File: config.mk
export PLATFORM = sky130hd
export DESIGN_NAME = lbbq_ram
export DESIGN_NICKNAME = d
export VERILOG_FILES = /design/src/hw/rtl/lbbq_ram.sv
export SDC_FILE = /design/constraint.sdc
export NUM_CORES = 1
export LEC_CHECK = 0
export ABC_AREA = 1
export BUFFER_PORTS_ARGS = -buffer_cell sky130_fd_sc_hd__buf_2
export CORE_MARGIN = 3
export CORE_UTILIZATION = 56
export DETAILED_ROUTE_END_ITERATION = 12
export PLACE_DENSITY = 0.83
export SLEW_MARGIN = 20
export SYNTH_ARGS = -nofsm -noshare
export SYNTH_HDL_FRONTEND = slang
export SYNTH_SLANG_ARGS = --single-unit
File: constraint.sdc
create_clock -name i_clk -period 2.95 [get_ports i_clk]
set_clock_uncertainty 0.15 [all_clocks]
set_input_delay 0.4425 -clock i_clk [delete_from_list [all_inputs] [get_ports i_clk]]
set_output_delay 0.4425 -clock i_clk [all_outputs]
set_load 0.02 [all_outputs]
File: src/hw/rtl/lbbq_ram.sv
// Generic single-port-write, single-read RAM with registered read data
`default_nettype none
module lbbq_ram #(
    parameter int WIDTH = 8,
    parameter int DEPTH = 64
) (
    input  wire logic                     i_clk,
    input  wire logic                     i_we,
    input  wire logic [$clog2(DEPTH)-1:0] i_waddr,
    input  wire logic [WIDTH-1:0]         i_wdata,
    input  wire logic [$clog2(DEPTH)-1:0] i_raddr,
    output logic      [WIDTH-1:0]         o_rdata
);
    logic [WIDTH-1:0] r_mem [DEPTH];

    // write port and registered read port
    always_ff @(posedge i_clk) begin
        if (i_we) begin
            r_mem[i_waddr] <= i_wdata;
        end
        o_rdata <= r_mem[i_raddr];
    end
endmodule
`default_nettype wire

==> Yosys cells after proc, flatten, opt, wreduce, memory -nomap -nowiden <==
Memory sizes are Yosys's and may differ from the RTL's. A register that Yosys moved wholly into a read port is not among the register bits.
Index checks and enable logic that the tools add are counted.
{ "word_totals": {"input_bits": 22, "ram_bits": 512, "memories": 1, "out_inout_bits": 8, "word_cells": 3, "register_bits": 0} }
{ "memory_table": {"columns": ["name", "depth", "width", "read_ports", "rd_clocked_by_memory_dff", "wr", "line", "rtl"], "rows": [
  ["r_mem", 64, 8, 1, 1, 1, "14", "logic [WIDTH-1:0] r_mem [DEPTH];"]
]} }
{ "classes": {"mux": 2} }
{ "ops": {"columns": ["operator", "n"], "rows": [
  ["$mux 1", 2]
]} }

==> Depth between registers and ports, before layout <==
{ "logic_depth": {"depth_word": 2, "ltp_mapped": 12, "mapped_depth_nobuf": 9} }

==> Worst setup path after synthesis <==
Ideal clock, no wire load.
{ "synth_path": {"path_kind": "input to register", "from": "in i_we", "to": "mem r_mem[48][0], enable pin", "path_buffers": 1, "path_stages": 3, "setup_ns": 0.395, "path_slack_ns": 0.591, "t_required_ns": 2.405, "arrival_time_ns": 1.814, "cell_sequence": "clkbuf_1 > nand4_1 > nor4_1"} }
{ "synth_via": {"elab_chain_cells": 2} }
{ "synth_lines": {"columns": ["element", "line", "rtl"], "rows": [
  ["start: declaration", "8", "input wire logic i_we,"],
  ["$mux 1", "18", "if (i_we) begin"],
  ["$mux 1 (not written as such)", "19", "r_mem[i_waddr] <= i_wdata;"],
  ["end: declaration", "14", null]
]} }
No other way between the ends.

==> Worst setup path after layout <==
{ "layout_path": {"from": "in i_waddr[1]", "to": "mem r_mem[61][3], enable pin"} }
{ "layout_lines": {"columns": ["element", "line", "rtl"], "rows": [
  ["start: declaration", "9", "input wire logic [$clog2(DEPTH)-1:0] i_waddr,"]
]} }
Straight into the memory's write port.

==> impl_metrics.json <==
{
  "clock_path_buffers": 3,
  "area_growth_pct": 11.0,
  "start_util_pct": 57.6,
  "post-synth-top-area-cell": "edfxtp_1",
  "hold_viol": 0,
  "nFillCells": 2567,
  "cts.sinks": 520,
  "core_area_mm2": 0.0370,
  "cts_tree": "yes",
  "fin_crit_ns": 1.86,
  "start_kind": "input port",
  "min-delay-start": "i_raddr[5]",
  "antenna_found_initial": 2,
  "postRouteAntennaNets": 0,
  "syn_avg_cell_area_um2": 11.8,
  "hpwlAfterDp_um": 30600,
  "ys_ff_latch": 520,
  "instances_no_fill": 2400,
  "root_buffer": "clkbuf_16",
  "cp_max_fo": 9,
  "insertion_delay_ns": 0.58,
  "leakage_nw": 8.64,
  "dieArea_mm2": 0.0405,
  "rsz0062_at_grt": "no",
  "gr-usage-all-layers_pct": 25.9,
  "hold_buffers": 0,
  "total_power_mw": 15.5,
  "drv_cap": 0,
  "drt_iter0_markers": 2331,
  "postCtsSetupBuffers": 0,
  "numCtsBuffers": 51,
  "vias_per_cell": 6.14,
  "portBuffers": 29,
  "fmaxAchievable_mhz": 539,
  "synth_nets": 1827,
  "tightest_slew_ns": 1.07,
  "drc": 0,
  "setup_viol": 0,
  "dr_total_vias": 14735,
  "pin_count": 30,
  "cp_cell_sequence": "buf_2 -> inv_1 -> nand4_1 -> nor2_1 -> buf_4",
  "drive_above_1_share_pct": 9.87,
  "maxSlewHeadroom_pct": 28.6,
  "status": "finished, final reports clean",
  "clk_pin_slew_worst_paths_ns": 0.06,
  "critical-path-max-stage-delay_ns": 0.62,
  "place_congestion": 0.891,
  "routed_wirelength_um": 53200,
  "peakVddDrop_mv": 0.512,
  "timing.final.max_slew_violations": 0,
  "wl_per_cell_um": 22.2,
  "synth.distinct_cells": 16,
  "hp-class": "input port to flop",
  "drtPass1Iterations": 7,
  "tns_ns": 0,
  "crit_arrival_ns": 1.97,
  "slowest_stage": "nand4_1",
  "synth_area_leaders": "edfxtp_1 (72%), nand2_1 (11%), nand3_1 (10%)",
  "hold_ws_ns": 0.0852,
  "r2r-start": "r_mem[7][7]$_DFFE_PP_",
  "yosysWarnings": 0,
  "grt_pass1_vias": 14406,
  "ctsResizeCount": 0,
  "die_w_um": 201,
  "worstPathRequired_ns": 3.07,
  "syn_inst": 1805,
  "critPathKind": "input port to flop",
  "synth_top_area_share_pct": 72.0,
  "layout.nets": 1877,
  "grt_max_degree": 140,
  "cp-startpoint": "i_waddr[1]",
  "grt_pass1_wl_um": 82000,
  "netlist_area_mm2": 0.0213,
  "synth-seq-area-share_pct": 72.8,
  "dpl_worst_slack_ns": 0.570,
  "htreeDepth": 2,
  "rows": 70,
  "setup_ws_ns": 1.09,
  "power.density_mw_per_mm2": 654,
  "dp.cells": 2306,
  "crit_path_end_kind": "flop",
  "finalCritPeriodShare_pct": 62.9,
  "fp.dieH_um": 201,
  "grt_overflow_total": 0
}
[power by group]
group | switching (mW) | leakage [nW] | internal [mW] | total [mW]
clock | 2.68 | 0.800 | 3.61 | 6.30
sequential | 0.0307 | 4.67 | 8.18 | 8.21
combinational | 0.736 | 3.16 | 0.252 | 0.988
total | 3.45 | 8.64 | 12.0 | 15.5
[worst paths after layout]
check	slack, ns	depth (start not counted)	endpoint
worst max-delay path	1.09	5	r_mem[61][3]$_DFFE_PP_
worst min-delay path	0.09	3	o_rdata[1]$_DFF_P_
worst max register to register	1.42	8	o_rdata[7]$_DFF_P_
worst min register to register	0.68	8	o_rdata[2]$_DFF_P_
[layer usage]
metal	vias to the layer above	global-route usage [%]	part of all wire [%]
met1	7036	36.2	37
met2	1083	41.1	47
li1	6439	-	-
met3	175	5.11	13
met4	2	9.20	3.7
met5	-	0	0.021
[flip-flops by register name (all words and copies together), names as in the netlist]
name / count
o_rdata: 8
r_mem: 512
[cells in the mapped netlist (all sizes together)]
cell,count
buf,98
clkbuf,15
dfxtp,8
edfxtp,512
inv,12
nand2,648
nand3,439
nand4,9
nor2,56
nor4,8
[worst max-delay path, delay by kind of cell]
kind                   cells  cell delay (ns)
buffers and inverters      3             0.58
and+or+nand+nor            2             0.94
[kinds of logic after synthesis]
| kind of cell | Yosys count | share of synthesized area [%] |
|---|---|---|
| AND/OR/NAND/NOR | 1160 | 23.2 |
| buffers and inverters | 125 | 4.02 |
| flip-flops | 520 | 72.8 |
[layout by cell type (no fill, tap or decap)]
| cell | netlist | routed |
|---|---|---|
| nor2_1 | 56 | 56 |
| buf_4 | 14 | 70 |
| clkinv_2 | 0 | 12 |
| clkinv_1 | 0 | 9 |
| inv_6 | 1 | 1 |
| buf_12 | 0 | 12 |
| dfxtp_1 | 8 | 8 |
| bufinv_16 | 0 | 3 |
| nand4_1 | 9 | 9 |
| inv_4 | 0 | 1 |
| edfxtp_1 | 512 | 512 |
| inv_8 | 0 | 1 |
| clkbuf_8 | 0 | 3 |
| nand2_1 | 648 | 648 |
| inv_2 | 1 | 1 |
| clkinv_4 | 0 | 1 |
| nor4_1 | 8 | 8 |
| clkbuf_16 | 0 | 53 |
| buf_6 | 35 | 1 |
| inv_1 | 10 | 9 |
| clkbuf_1 | 15 | 10 |
| clkinvlp_4 | 0 | 1 |
| buf_2 | 37 | 27 |
| nand3_1 | 439 | 439 |
| diode_2 | 0 | 1 |
[stage by stage]
step                      area (µm²)  utilization (%)
after CTS                      23700             64.0
after global placement         22100             59.6
after global routing           23700             64.0
after floorplan                21300                -
after detailed placement       22100             59.6
final                          23700             64.0
[final cells by class]
class	count	area [µm²]	area share, %
Clock buffer	66	1410	5.93
Antenna cell	1	2.50	0.0106
Clock inverter	27	211	0.892
Sequential cell	520	15500	65.6
Timing Repair Buffer	110	912	3.85
Inverter	12	52.6	0.222
Tap cell	504	631	2.66
Multi-Input combinational cell	1160	4950	20.9
No activity file was read; power rests on OpenSTA's default activity.
